`config.mk`:
```
export PLATFORM = sky130hd
export DESIGN_NAME = chunk_container_deframer
export DESIGN_NICKNAME = d
export VERILOG_FILES = /design/src/ccd_pkg.sv /design/src/ccd_front.sv /design/src/ccd_queue.sv /design/src/ccd_back.sv /design/src/chunk_container_deframer.sv
export SDC_FILE = /design/constraint.sdc
export NUM_CORES = 1
export LEC_CHECK = 0
export BUFFER_PORTS_ARGS = -buffer_cell sky130_fd_sc_hd__buf_2
export CORE_ASPECT_RATIO = 2
export CORE_MARGIN = 1.5
export CORE_UTILIZATION = 56
export DETAILED_ROUTE_END_ITERATION = 6
export HOLD_SLACK_MARGIN = 0.05
export PLACE_DENSITY_LB_ADDON = 0.08
export REMOVE_ABC_BUFFERS = 1
export SLEW_MARGIN = 40
export SYNTH_ARGS = -nofsm -noshare
export SYNTH_HDL_FRONTEND = slang
export SYNTH_HIERARCHICAL = 1
export SYNTH_SLANG_ARGS = --single-unit
```
`constraint.sdc`:
```
create_clock -name clk_i -period 20.3 [get_ports clk_i]
set_input_delay 3.045 -clock clk_i [delete_from_list [all_inputs] [get_ports clk_i]]
set_output_delay 3.045 -clock clk_i [all_outputs]
set_load 0.005 [all_outputs]
```
`src/ccd_pkg.sv`:
```
`timescale 1ns / 1ps

package ccd_pkg;

  // default sizes
  localparam int unsigned LengthBits = 24;
  localparam int unsigned QueueDepth = 4;
  localparam int unsigned CfgW       = 24;

  // container format constants
  localparam int unsigned ChunkHdr = 12;
  localparam int unsigned FileHdr  = 4;
  localparam int unsigned Version  = 1;

  // result kinds
  typedef enum logic [1:0] {
    KIND_HEADER  = 2'd0,
    KIND_PAYLOAD = 2'd1,
    KIND_DONE    = 2'd2,
    KIND_ERROR   = 2'd3
  } kind_e;

  // error codes
  localparam logic [2:0] ErrNone        = 3'd0;
  localparam logic [2:0] ErrBadVersion  = 3'd1;
  localparam logic [2:0] ErrShortFile   = 3'd2;
  localparam logic [2:0] ErrTruncHeader = 3'd3;
  localparam logic [2:0] ErrSmallSize   = 3'd4;
  localparam logic [2:0] ErrOverrun     = 3'd5;

  typedef struct packed {
    logic [7:0] in_byte;
    logic       file_start;
  } in_t;

  typedef struct packed {
    kind_e       kind;
    logic [2:0]  error_code;
    logic [7:0]  chunk_index;
    logic [31:0] signature;
    logic [31:0] hash_word;
    logic [23:0] payload_length;
    logic [7:0]  data_byte;
    logic        chunk_end;
    logic        last;
  } out_t;

  // one queue record: the results caused by one byte
  typedef struct packed {
    out_t       first;
    logic       two;
    kind_e      kind2;
    logic [2:0] err2;
    logic [7:0] idx2;
  } rec_t;

  // result with only kind, code and index set
  function automatic out_t mk_res(kind_e k, logic [2:0] e, logic [7:0] idx);
    out_t r;
    r             = '0;
    r.kind        = k;
    r.error_code  = e;
    r.chunk_index = idx;
    return r;
  endfunction

endpackage

```
`src/ccd_front.sv`:
```
`timescale 1ns / 1ps

module ccd_front #(
  parameter int unsigned LENGTH_BITS = ccd_pkg::LengthBits
) (
  input  logic                      clk_i,
  input  logic                      rst_ni,
  input  logic                      cfg_we_i,
  input  logic [ccd_pkg::CfgW-1:0]  cfg_wdata_i,
  input  logic                      push_i,
  input  ccd_pkg::in_t              in_data_i,
  input  logic                      q_full_i,
  output logic                      rec_valid_o,
  output ccd_pkg::rec_t             rec_o
);
  import ccd_pkg::*;

  localparam int unsigned WideW = ((LENGTH_BITS > 32) ? LENGTH_BITS : 32) + 2;

  localparam logic [2:0] PhFile = 3'd0;
  localparam logic [2:0] PhChdr = 3'd1;
  localparam logic [2:0] PhPay  = 3'd2;
  localparam logic [2:0] PhDone = 3'd3;
  localparam logic [2:0] PhErr  = 3'd4;

  logic [2:0]             phase_q, phase_d;
  logic [LENGTH_BITS-1:0] pos_q, pos_d;
  logic [3:0]             hdr_q, hdr_d;
  logic [7:0]             total_q, total_d;
  logic [7:0]             seen_q, seen_d;
  logic [31:0]            sig_q, sig_d;
  logic [31:0]            hash_q, hash_d;
  logic [31:0]            size_q, size_d;
  logic [LENGTH_BITS-1:0] pl_q, pl_d;
  logic [LENGTH_BITS-1:0] len_q;

  logic                   accept;
  logic [2:0]             phase_e;
  logic [LENGTH_BITS-1:0] pos_e;
  logic [3:0]             hdr_e;
  logic [7:0]             total_e;
  logic [7:0]             seen_e;
  logic [7:0]             seen_inc;
  logic [7:0]             b;
  logic [31:0]            size_w;
  logic [WideW-1:0]       pos_w;
  logic [WideW-1:0]       len_w;
  logic                   bnd_err;
  logic                   end_err;
  logic [LENGTH_BITS-1:0] pl_hdr;
  logic [LENGTH_BITS-1:0] pl_new;
  rec_t                   rec;
  logic                   rec_v;

  // file length register
  always_ff @(posedge clk_i or negedge rst_ni) begin
    if (!rst_ni) begin
      len_q <= '0;
    end else if (cfg_we_i) begin
      len_q <= LENGTH_BITS'(cfg_wdata_i);
    end
  end

  // parse one byte
  always_comb begin
    accept   = push_i && !q_full_i;
    b        = in_data_i.in_byte;
    phase_e  = in_data_i.file_start ? PhFile : phase_q;
    pos_e    = in_data_i.file_start ? '0 : pos_q;
    hdr_e    = in_data_i.file_start ? '0 : hdr_q;
    total_e  = in_data_i.file_start ? '0 : total_q;
    seen_e   = in_data_i.file_start ? '0 : seen_q;
    seen_inc = seen_e + 8'd1;
    size_w   = {size_q[23:0], b};
    pos_w    = WideW'(pos_e);
    len_w    = WideW'(len_q);
    // next chunk header must fit behind this byte
    bnd_err  = (pos_w + WideW'(ChunkHdr + 1)) > len_w;
    // chunk end lies past the file
    end_err  = (pos_w + WideW'(size_w) - WideW'(ChunkHdr - 1)) > len_w;
    pl_hdr   = LENGTH_BITS'(size_w - 32'(ChunkHdr));
    pl_new   = (pl_q == '0) ? '0 : pl_q - LENGTH_BITS'(1);

    phase_d = phase_q;
    pos_d   = pos_q;
    hdr_d   = hdr_q;
    total_d = total_q;
    seen_d  = seen_q;
    sig_d   = sig_q;
    hash_d  = hash_q;
    size_d  = size_q;
    pl_d    = pl_q;
    rec     = '0;
    rec_v   = 1'b0;

    if (accept) begin
      phase_d = phase_e;
      pos_d   = pos_e + LENGTH_BITS'(1);
      hdr_d   = hdr_e;
      total_d = total_e;
      seen_d  = seen_e;
      case (phase_e)
        PhFile: begin
          if (pos_e == '0) begin
            if (len_q < LENGTH_BITS'(FileHdr)) begin
              rec.first = mk_res(KIND_ERROR, ErrShortFile, seen_e);
              rec_v     = 1'b1;
              phase_d   = PhErr;
            end else if (b != 8'(Version)) begin
              rec.first = mk_res(KIND_ERROR, ErrBadVersion, seen_e);
              rec_v     = 1'b1;
              phase_d   = PhErr;
            end
          end else if (pos_e == LENGTH_BITS'(1)) begin
            total_d = b;
          end else if (pos_e == LENGTH_BITS'(FileHdr - 1)) begin
            // end of file header: first chunk boundary
            seen_d = '0;
            if (total_e == '0) begin
              rec.first = mk_res(KIND_DONE, ErrNone, 8'd0);
              rec_v     = 1'b1;
              phase_d   = PhDone;
            end else if (bnd_err) begin
              rec.first = mk_res(KIND_ERROR, ErrTruncHeader, 8'd0);
              rec_v     = 1'b1;
              phase_d   = PhErr;
            end else begin
              phase_d = PhChdr;
              hdr_d   = '0;
            end
          end
        end
        PhChdr: begin
          // gather signature, hash and size words, big-endian
          if (hdr_e < 4'd4) begin
            sig_d = {sig_q[23:0], b};
          end else if (hdr_e < 4'd8) begin
            hash_d = {hash_q[23:0], b};
          end else begin
            size_d = size_w;
          end
          hdr_d = hdr_e + 4'd1;
          if (hdr_e == 4'(ChunkHdr - 1)) begin
            hdr_d = '0;
            if (size_w < 32'(ChunkHdr)) begin
              rec.first = mk_res(KIND_ERROR, ErrSmallSize, seen_e);
              rec_v     = 1'b1;
              phase_d   = PhErr;
            end else if (end_err) begin
              rec.first = mk_res(KIND_ERROR, ErrOverrun, seen_e);
              rec_v     = 1'b1;
              phase_d   = PhErr;
            end else begin
              pl_d                     = pl_hdr;
              rec.first                = mk_res(KIND_HEADER, ErrNone, seen_e);
              rec.first.signature      = sig_q;
              rec.first.hash_word      = hash_q;
              rec.first.payload_length = 24'(pl_hdr);
              rec_v                    = 1'b1;
              if (pl_hdr == '0) begin
                // empty payload: chunk ends here
                seen_d = seen_inc;
                if (seen_inc >= total_e) begin
                  rec.two   = 1'b1;
                  rec.kind2 = KIND_DONE;
                  rec.idx2  = seen_inc;
                  phase_d   = PhDone;
                end else if (bnd_err) begin
                  rec.two   = 1'b1;
                  rec.kind2 = KIND_ERROR;
                  rec.err2  = ErrTruncHeader;
                  rec.idx2  = seen_inc;
                  phase_d   = PhErr;
                end else begin
                  phase_d = PhChdr;
                end
              end else begin
                phase_d = PhPay;
              end
            end
          end
        end
        PhPay: begin
          pl_d                = pl_new;
          rec.first           = mk_res(KIND_PAYLOAD, ErrNone, seen_e);
          rec.first.data_byte = b;
          rec.first.chunk_end = (pl_new == '0);
          rec_v               = 1'b1;
          if (pl_new == '0) begin
            seen_d = seen_inc;
            if (seen_inc >= total_e) begin
              rec.two   = 1'b1;
              rec.kind2 = KIND_DONE;
              rec.idx2  = seen_inc;
              phase_d   = PhDone;
            end else if (bnd_err) begin
              rec.two   = 1'b1;
              rec.kind2 = KIND_ERROR;
              rec.err2  = ErrTruncHeader;
              rec.idx2  = seen_inc;
              phase_d   = PhErr;
            end else begin
              phase_d = PhChdr;
              hdr_d   = '0;
            end
          end
        end
        default: begin
          // done or error: bytes are dropped until the next file start
        end
      endcase
      rec.first.last = !rec.two;
    end
  end

  // parser state
  always_ff @(posedge clk_i or negedge rst_ni) begin
    if (!rst_ni) begin
      phase_q <= PhFile;
      pos_q   <= '0;
      hdr_q   <= '0;
      total_q <= '0;
      seen_q  <= '0;
      pl_q    <= '0;
    end else begin
      phase_q <= phase_d;
      pos_q   <= pos_d;
      hdr_q   <= hdr_d;
      total_q <= total_d;
      seen_q  <= seen_d;
      pl_q    <= pl_d;
    end
  end

  // header shift words
  always_ff @(posedge clk_i) begin
    sig_q  <= sig_d;
    hash_q <= hash_d;
    size_q <= size_d;
  end

  assign rec_valid_o = rec_v;
  assign rec_o       = rec;

endmodule

```
`src/ccd_queue.sv`:
```
`timescale 1ns / 1ps

module ccd_queue #(
  parameter int unsigned DEPTH = ccd_pkg::QueueDepth
) (
  input  logic          clk_i,
  input  logic          rst_ni,
  input  logic          push_i,
  input  ccd_pkg::rec_t rec_i,
  output logic          full_o,
  input  logic          pop_i,
  output logic          valid_o,
  output ccd_pkg::rec_t rec_o
);
  import ccd_pkg::*;

  localparam int unsigned IdxW = $clog2(DEPTH);
  localparam int unsigned CntW = $clog2(DEPTH + 1);

  rec_t            mem_q [DEPTH];
  logic [IdxW-1:0] wptr_q, wptr_d;
  logic [IdxW-1:0] rptr_q, rptr_d;
  logic [CntW-1:0] cnt_q, cnt_d;
  logic            do_push;
  logic            do_pop;

  // pointer and fill count update
  always_comb begin
    do_push = push_i && (cnt_q != CntW'(DEPTH));
    do_pop  = pop_i && (cnt_q != '0);
    wptr_d  = wptr_q;
    rptr_d  = rptr_q;
    cnt_d   = cnt_q;
    if (do_push) begin
      wptr_d = (wptr_q == IdxW'(DEPTH - 1)) ? '0 : wptr_q + IdxW'(1);
    end
    if (do_pop) begin
      rptr_d = (rptr_q == IdxW'(DEPTH - 1)) ? '0 : rptr_q + IdxW'(1);
    end
    if (do_push && !do_pop) begin
      cnt_d = cnt_q + CntW'(1);
    end else if (do_pop && !do_push) begin
      cnt_d = cnt_q - CntW'(1);
    end
  end

  always_ff @(posedge clk_i or negedge rst_ni) begin
    if (!rst_ni) begin
      wptr_q <= '0;
      rptr_q <= '0;
      cnt_q  <= '0;
    end else begin
      wptr_q <= wptr_d;
      rptr_q <= rptr_d;
      cnt_q  <= cnt_d;
    end
  end

  // record storage
  always_ff @(posedge clk_i) begin
    if (do_push) begin
      mem_q[wptr_q] <= rec_i;
    end
  end

  assign full_o  = (cnt_q == CntW'(DEPTH));
  assign valid_o = (cnt_q != '0);
  assign rec_o   = mem_q[rptr_q];

endmodule

```
`src/ccd_back.sv`:
```
`timescale 1ns / 1ps

module ccd_back (
  input  logic          clk_i,
  input  logic          rst_ni,
  input  logic          head_valid_i,
  input  ccd_pkg::rec_t head_i,
  output logic          deq_o,
  input  logic          pop_i,
  output logic          empty_o,
  output ccd_pkg::out_t out_data_o
);
  import ccd_pkg::*;

  logic sel_q, sel_d;
  out_t res;

  // pick the first or the second result of the head record
  always_comb begin
    if (!sel_q) begin
      res      = head_i.first;
      res.last = !head_i.two;
    end else begin
      res      = mk_res(head_i.kind2, head_i.err2, head_i.idx2);
      res.last = 1'b1;
    end
  end

  // advance within the record, release it after its last result
  always_comb begin
    sel_d = sel_q;
    deq_o = 1'b0;
    if (pop_i && head_valid_i) begin
      if (!sel_q && head_i.two) begin
        sel_d = 1'b1;
      end else begin
        sel_d = 1'b0;
        deq_o = 1'b1;
      end
    end
  end

  always_ff @(posedge clk_i or negedge rst_ni) begin
    if (!rst_ni) begin
      sel_q <= 1'b0;
    end else begin
      sel_q <= sel_d;
    end
  end

  assign empty_o    = !head_valid_i;
  assign out_data_o = res;

endmodule

```
`src/chunk_container_deframer.sv`:
```
`timescale 1ns / 1ps

// Chunk container deframer. Bytes of a file are pushed one per request; a
// byte with file_start set restarts parsing at file byte 0, and cfg_wdata_i
// (written with cfg_we_i) gives the file length. The parser takes one byte
// per cycle while the queue is not full and writes the zero, one or two
// results that byte causes into a record queue of QUEUE_DEPTH entries; full
// rises only when that queue is full. The result side hands out one result
// per cycle while pop is held, so a byte with two results (header or
// payload end plus done or error) holds the port for both; the sustained
// rate is one byte per cycle as long as the consumer pops every cycle and
// such two-result bytes are rare. Results pass through the registered
// queue, behind earlier records. After a done or error result, bytes are
// taken and dropped until the next file start. QUEUE_DEPTH must be 2 or more.
module chunk_container_deframer #(
  parameter int unsigned LENGTH_BITS = ccd_pkg::LengthBits,
  parameter int unsigned QUEUE_DEPTH = ccd_pkg::QueueDepth
) (
  input  logic                     clk_i,
  input  logic                     rst_ni,
  input  logic                     cfg_we_i,
  input  logic [ccd_pkg::CfgW-1:0] cfg_wdata_i,
  input  logic                     push,
  output logic                     full,
  input  ccd_pkg::in_t             in_data_i,
  output logic                     empty,
  input  logic                     pop,
  output ccd_pkg::out_t            out_data_o
);
  import ccd_pkg::*;

  logic rec_valid;
  rec_t rec_in;
  logic q_full;
  logic head_valid;
  rec_t head;
  logic deq;

  // byte parser
  ccd_front #(
    .LENGTH_BITS(LENGTH_BITS)
  ) u_front (
    .clk_i      (clk_i),
    .rst_ni     (rst_ni),
    .cfg_we_i   (cfg_we_i),
    .cfg_wdata_i(cfg_wdata_i),
    .push_i     (push),
    .in_data_i  (in_data_i),
    .q_full_i   (q_full),
    .rec_valid_o(rec_valid),
    .rec_o      (rec_in)
  );

  // record queue between parser and result port
  ccd_queue #(
    .DEPTH(QUEUE_DEPTH)
  ) u_queue (
    .clk_i  (clk_i),
    .rst_ni (rst_ni),
    .push_i (rec_valid),
    .rec_i  (rec_in),
    .full_o (q_full),
    .pop_i  (deq),
    .valid_o(head_valid),
    .rec_o  (head)
  );

  // result sequencer
  ccd_back u_back (
    .clk_i       (clk_i),
    .rst_ni      (rst_ni),
    .head_valid_i(head_valid),
    .head_i      (head),
    .deq_o       (deq),
    .pop_i       (pop),
    .empty_o     (empty),
    .out_data_o  (out_data_o)
  );

  assign full = q_full;

  // a second result only ever follows a header or payload result
  a_second_after_data: assert property (@(posedge clk_i) disable iff (!rst_ni)
    (!empty && !out_data_o.last) |->
      (out_data_o.kind == KIND_HEADER || out_data_o.kind == KIND_PAYLOAD))
    else $error("non-last result of a kind that cannot be followed");

  // error kind and nonzero code go together
  a_err_code: assert property (@(posedge clk_i) disable iff (!rst_ni)
    !empty |-> ((out_data_o.kind == KIND_ERROR) == (out_data_o.error_code != ErrNone)))
    else $error("error code does not match result kind");

  // chunk end mark only on payload results
  a_chunk_end: assert property (@(posedge clk_i) disable iff (!rst_ni)
    (!empty && out_data_o.chunk_end) |-> (out_data_o.kind == KIND_PAYLOAD))
    else $error("chunk end on a non-payload result");

  // parser never makes a record while the queue is full
  a_no_drop: assert property (@(posedge clk_i) disable iff (!rst_ni)
    rec_valid |-> !q_full)
    else $error("record produced while queue full");

endmodule
```
==> impl_metrics.tcl, run 1 <==
set metrics [dict create \
    outcome "completed" \
    dr.pass1.iters 5 \
    boundaryPins 151 \
    fmax_ghz 0.0934 \
    area_growth_pct 10.0 \
    setup_viol 0 \
    grt_pass1_wl_um 133000 \
    finalPower_mw 4.12 \
    netlist_area_um2 33500 \
    cts-resized-gates 0 \
    hp-start "u_front/hash_q[0]" \
    wl_um 88300 \
    cts.path.max_buffers 3 \
    period_minus_slack_ns 10.70 \
    grt_pass1_vias 21919 \
    die_area_um2 61400 \
    final_antenna_net_count 0 \
    power_density_nw_per_um2 112 \
    cts_tree "yes" \
    hold_depth 0 \
    port_buffers 150 \
    fin_hold_ws_ns 0.437 \
    tightest_slew_ns 0.920 \
    globalRouteOverflowTotal 0 \
    syn_inst 2464 \
    vias 21008 \
    cts_setup_buffers 0 \
    wire_per_inst_um 26.0 \
    crit_type "in -> reg" \
    skew_ns 0.0355 \
    r2r_slack_ns 12.15 \
    cts_hold_buffers 0 \
    slew_violations 0 \
    fin_nets 2757 \
    antenna_found_initial 0 \
    drt_iter0_markers 1599 \
    start_util_pct 56.7 \
    end_kind "register" \
    cp_slowest_stage_delay_ns 0.52 \
    rsz0062_at_grt "false" \
    cts-root-buf "clkbuf_16" \
    clkLatencyLatePin_ns 0.64 \
    worst_path_most_repeated_cell "buf_4" \
    grt_max_degree 67 \
    vias_per_cell 6.18 \
    crit_fanout 41 \
    yosysWarnings 6 \
    reg2regPathDepth 27 \
    layout-drive-gt1-share_pct 17.8 \
    cp.arrival_ns 11.20 \
    syn_area_per_cell_um2 13.6 \
    setup-tns-final_ns 0 \
    p_leak_nw 13.6 \
    chipHeight_um 349 \
    coreArea_um2 59100 \
    hp-class "reg -> reg" \
    hold_viol_final 0 \
    dp_hpwl_um 62200 \
    crit_slowest_cell "o21ai_0" \
    cts_max_level 2 \
    rows 126 \
    critPathLaunchType "input port" \
    timing.final.crit_share_pct 52.7 \
    cts_sinks 687 \
    place.gp.congestion 0.974 \
    holdPathEnd "u_front/hash_q[8]" \
    drv_cap 0 \
    drc 0 \
    r2r-start "u_front/pos_q[5]" \
    required_ns 20.80 \
    grt_usage_pct 29.4 \
    die_w_um 176 \
    path_clk_slew_ns 0.07 \
    r2r-end "u_front/pl_q[16]" \
    peakVddDrop_mv 0.101 \
    numCtsBuffers 56 \
    slew_headroom_pct 38.2 \
]
-- cell usage in the layout, fill, tap and decap left out, types with 9 or more instances in the layout --
master	n
a211oi_1	9
xor2_1	30
nor3_1	49
ha_1	132
a22o_1	36
buf_2	149
buf_4	24
a211o_1	10
nor2b_1	129
a21o_1	23
or3_1	13
nor2_1	132
inv_1	140
nor4_1	20
and2_1	77
o22ai_1	14
nand2b_1	12
a31oi_1	10
a21oi_1	75
clkinv_1	14
clkinv_2	12
xnor2_1	61
nand4_1	41
edfxtp_1	584
o21ai_0	79
nand3_1	45
mux2_2	24
a221o_1	12
clkbuf_16	57
dfrtp_1	100
and3_1	26
nand2_1	162
mux4_2	124
-- registers in the layout (all words and copies together) (netlist names) --
name	count
u_queue/mem_q	496
u_front/hash_q	32
u_front/sig_q	32
u_front/len_q	24
u_front/pl_q	24
u_front/pos_q	24
u_front/size_q	24
u_front/seen_q	8
u_front/total_q	8
u_front/hdr_q	4
u_front/phase_q	3
u_queue/cnt_q	3
u_queue/rptr_q	2
u_queue/wptr_q	2
u_back/sel_q	1
-- final cells by class --
| cell class | instances | area, µm² |
|---|---|---|
| clock buffer | 63 | 1460 |
| antenna | 1 | 2.50 |
| inverter | 141 | 529 |
| multi-input combinational | 1516 | 12300 |
| sequential | 687 | 20100 |
| timing repair buffer | 183 | 1070 |
| tap | 768 | 961 |
| fill | 4560 | 22300 |
| clock inverter | 43 | 392 |
-- how the worst max path moves through the flow --
stage	start	end	slack, ns
after global routing	in_data_i[0]	u_queue/mem_q[0][98]	9.26
after CTS	in_data_i[0]	u_queue/mem_q[0][104]	9.56
after global placement	in_data_i[0]	u_queue/mem_q[0][34]	8.90
final	in_data_i[0]	u_front/pl_q[16]	9.60
after detailed placement	in_data_i[0]	u_queue/mem_q[1][106]	8.93
after floorplan	in_data_i[0]	u_queue/mem_q[0][0]	9.93
-- metal layers --
layer	GRT usage, %	wire [µm]
met5	0	0
met3	2.52	3470
met2	54.8	48400
met1	31.8	30500
met4	18.1	6050
-- where the power goes --
group | total, mW | internal (mW) | switching (mW)
combinational | 1.21 | 0.558 | 0.650
sequential | 1.82 | 1.68 | 0.134
clock | 1.09 | 0.587 | 0.507
-- critical path: cells and delay by family --
kind / cells / cell delay [ns]
AOI/OAI and AO/OA: 11 / 3.39
buffers and inverters: 7 / 1.52
and+or+nand+nor: 7 / 1.51
adders and majority gates: 4 / 1.10
muxes: 1 / 0.36
xor gates and xnor gates: 1 / 0.24
-- metrics by stage --
stage,instances,utilization [%],worst slack (ns),area (µm²)
after floorplan,2344,-,9.93,32900
after global placement,3292,59.0,8.90,34900
after CTS,3401,62.3,9.56,36800
final,3402,62.3,9.60,36900
after global routing,3401,62.3,9.26,36900
after detailed placement,3295,59.2,8.93,35000
Note: power is estimated with default switching activity, not from simulation.
==> inputs of run 2 (changes only) <==
==> constraint.sdc (replaced) <==
create_clock -name clk_i -period 9.1 [get_ports clk_i]
set_input_delay 1.365 -clock clk_i [delete_from_list [all_inputs] [get_ports clk_i]]
set_output_delay 1.365 -clock clk_i [all_outputs]
set_load 0.005 [all_outputs]
==> run 2 against run 1 <==
  * Final cell count is 0.56% higher
  * Sequential share of layout area fell by 0.83 points
  * Critical path type unchanged
  * Critical path depth shrank 2
  * Highest routed layer unchanged
  * Largest cell class unchanged
  * Critical endpoint is now u_queue/mem_q[2][35]
  * Via count rose by 0.96%
  * Count of clock-buffer cells in the layout grew 2
  * Clock power increased by 150%
  * Core utilization up 0.96 points
  * Hold slack better by 0.0012 ns
  * First-iteration DRC count down 8.8%
==> impl_metrics.tcl, run 2 (synthesis results as in run 1) <==
set metrics [dict create \
    slew_violations 0 \
    setup-tns-final_ns 0 \
    period_minus_slack_ns 7.51 \
    clkLatencyLatePin_ns 0.62 \
    cts_setup_buffers 0 \
    vias 21210 \
    final_cell_mix "edfxtp_1, nand2_1, buf_2, inv_1" \
    hp-start "u_front/sig_q[14]" \
    dr.pass1.iters 7 \
    wire_per_inst_um 26.3 \
    cts_max_level 2 \
    slew_headroom_pct 44.3 \
    power_density_nw_per_um2 254 \
    cts-resized-gates 0 \
    vias_per_cell 6.20 \
    r2r-start "u_front/pos_q[5]" \
    hold_depth 0 \
    rsz0062_at_grt "false" \
    layout-drive-gt1-share_pct 18.7 \
    tightest_slew_ns 0.834 \
    holdPathEnd "u_front/sig_q[22]" \
    hp-class "reg -> reg" \
    outcome "completed" \
    peakVddDrop_mv 0.193 \
    path_clk_slew_ns 0.07 \
    globalRouteOverflowTotal 0 \
    setup_slack_ns 1.59 \
    regMostFlops "u_queue/mem_q" \
    fin_nets 2778 \
    drc 0 \
    antenna_found_initial 0 \
    setup_viol 0 \
    timing.final.crit_share_pct 82.5 \
    dp_hpwl_um 64500 \
    pre_cts_slack_ns 1.01 \
    cp.arrival_ns 7.88 \
    grt_usage_pct 29.8 \
    grt_pass1_wl_um 135000 \
    cts_tree "yes" \
    crit_fanout 22 \
    cts.path.max_buffers 3 \
    place.gp.congestion 1.05 \
    coreArea_um2 59100 \
    die_area_um2 61400 \
    boundaryPins 151 \
    r2r-end "u_queue/mem_q[2][35]" \
    rows 126 \
    critPathLaunchType "input port" \
    drv_cap 0 \
    port_buffers 150 \
    hold_viol_final 0 \
    fmax_ghz 0.133 \
    numCtsBuffers 56 \
    drt_iter0_markers 1458 \
    end_kind "register" \
    cts-root-buf "clkbuf_16" \
    reg_top3 "u_queue/mem_q (496), u_front/hash_q (32), u_front/sig_q (32)" \
    grt_max_degree 92 \
    die_w_um 176 \
    cts_hold_buffers 0 \
    r2r_slack_ns 2.25 \
    crit_slowest_cell "inv_1" \
    grt_pass1_vias 22253 \
    wl_um 89900 \
    start_util_pct 56.7 \
    p_leak_nw 13.9 \
    crit_type "in -> reg" \
    chipHeight_um 349 \
    reg2regPathDepth 27 \
    cts_sinks 687 \
    area_growth_pct 11.7 \
    cp_slowest_stage_delay_ns 0.42 \
    layout_commonest_cell "edfxtp_1" \
    final_antenna_net_count 0 \
    skew_ns 0.0360 \
    largest_register_ffs 496 \
    required_ns 9.47 \
]
-- run 2: changes by cell type in the layout (fill, tap and decap cells not counted), sizes merged --
cell / delta
inv: +1
clkinvlp: -2
clkbuf: +2
bufinv: +9
buf: +21
clkinv: -12
-- run 2: worst max-delay path by stage --
stage | from | end | cells after the start | slack (ns)
2_1_floorplan | in_data_i[0] | u_queue/mem_q[1][0] | 20 | 0.41
3_3_place_gp | in_data_i[0] | u_front/pl_q[21] | 23 | 1.13
3_5_place_dp | in_data_i[0] | u_front/pl_q[4] | 29 | 1.01
4_1_cts | in_data_i[0] | u_queue/mem_q[0][37] | 29 | 1.62
5_1_grt | in_data_i[0] | u_queue/mem_q[0][37] | 29 | 1.06
6_report | in_data_i[0] | u_queue/mem_q[2][35] | 29 | 1.59
-- run 2: routing by layer --
metal	global-route usage, %	wire length, µm	vias up
met4	20.8	7360	0
met1	31.4	30700	10630
li1	-	-	9576
met5	0	0	-
met2	55.1	48400	727
met3	3.13	3460	277
-- run 2: area by class of cell --
class	count	area, µm²
fill	4476	21700
sequential	687	20100
multi-input combinational	1516	12300
clock buffer	65	1470
timing repair buffer	204	1400
tap	768	961
clock inverter	39	604
inverter	141	529
antenna	1	2.50
-- run 2: report_power, final --
part           switching [mW]  internal (mW)  total, mW
clock                    1.13           1.57       2.70
combinational            1.44           1.28       2.72
sequential              0.325           3.75       4.08
-- run 2: metrics by stage --
| stage | std cells | cell area, µm² | hold slack (ns) | util, % | power [mW] |
|---|---|---|---|---|---|
| final | 3421 | 37400 | 0.438 | 63.3 | 9.50 |
| after global routing | 3420 | 37400 | 0.445 | 63.3 | 9.93 |
| after CTS | 3419 | 37400 | 0.441 | 63.2 | 9.58 |
| after detailed placement | 3315 | 35300 | 0.425 | 59.7 | 6.88 |
| after global placement | 3315 | 35300 | 0.421 | 59.7 | 6.85 |
| after floorplan | 2344 | 32900 | 0.417 | - | 5.95 |
-- run 2: worst max-delay path: cells and delay by family --
kind | cells | cell delay (ns)
AO/OA/AOI/OAI | 9 | 2.28
XOR/XNOR | 1 | 0.17
adder cells (fa/ha/maj) | 3 | 0.91
buffers and inverters | 6 | 1.22
AND/OR/NAND/NOR | 10 | 1.90
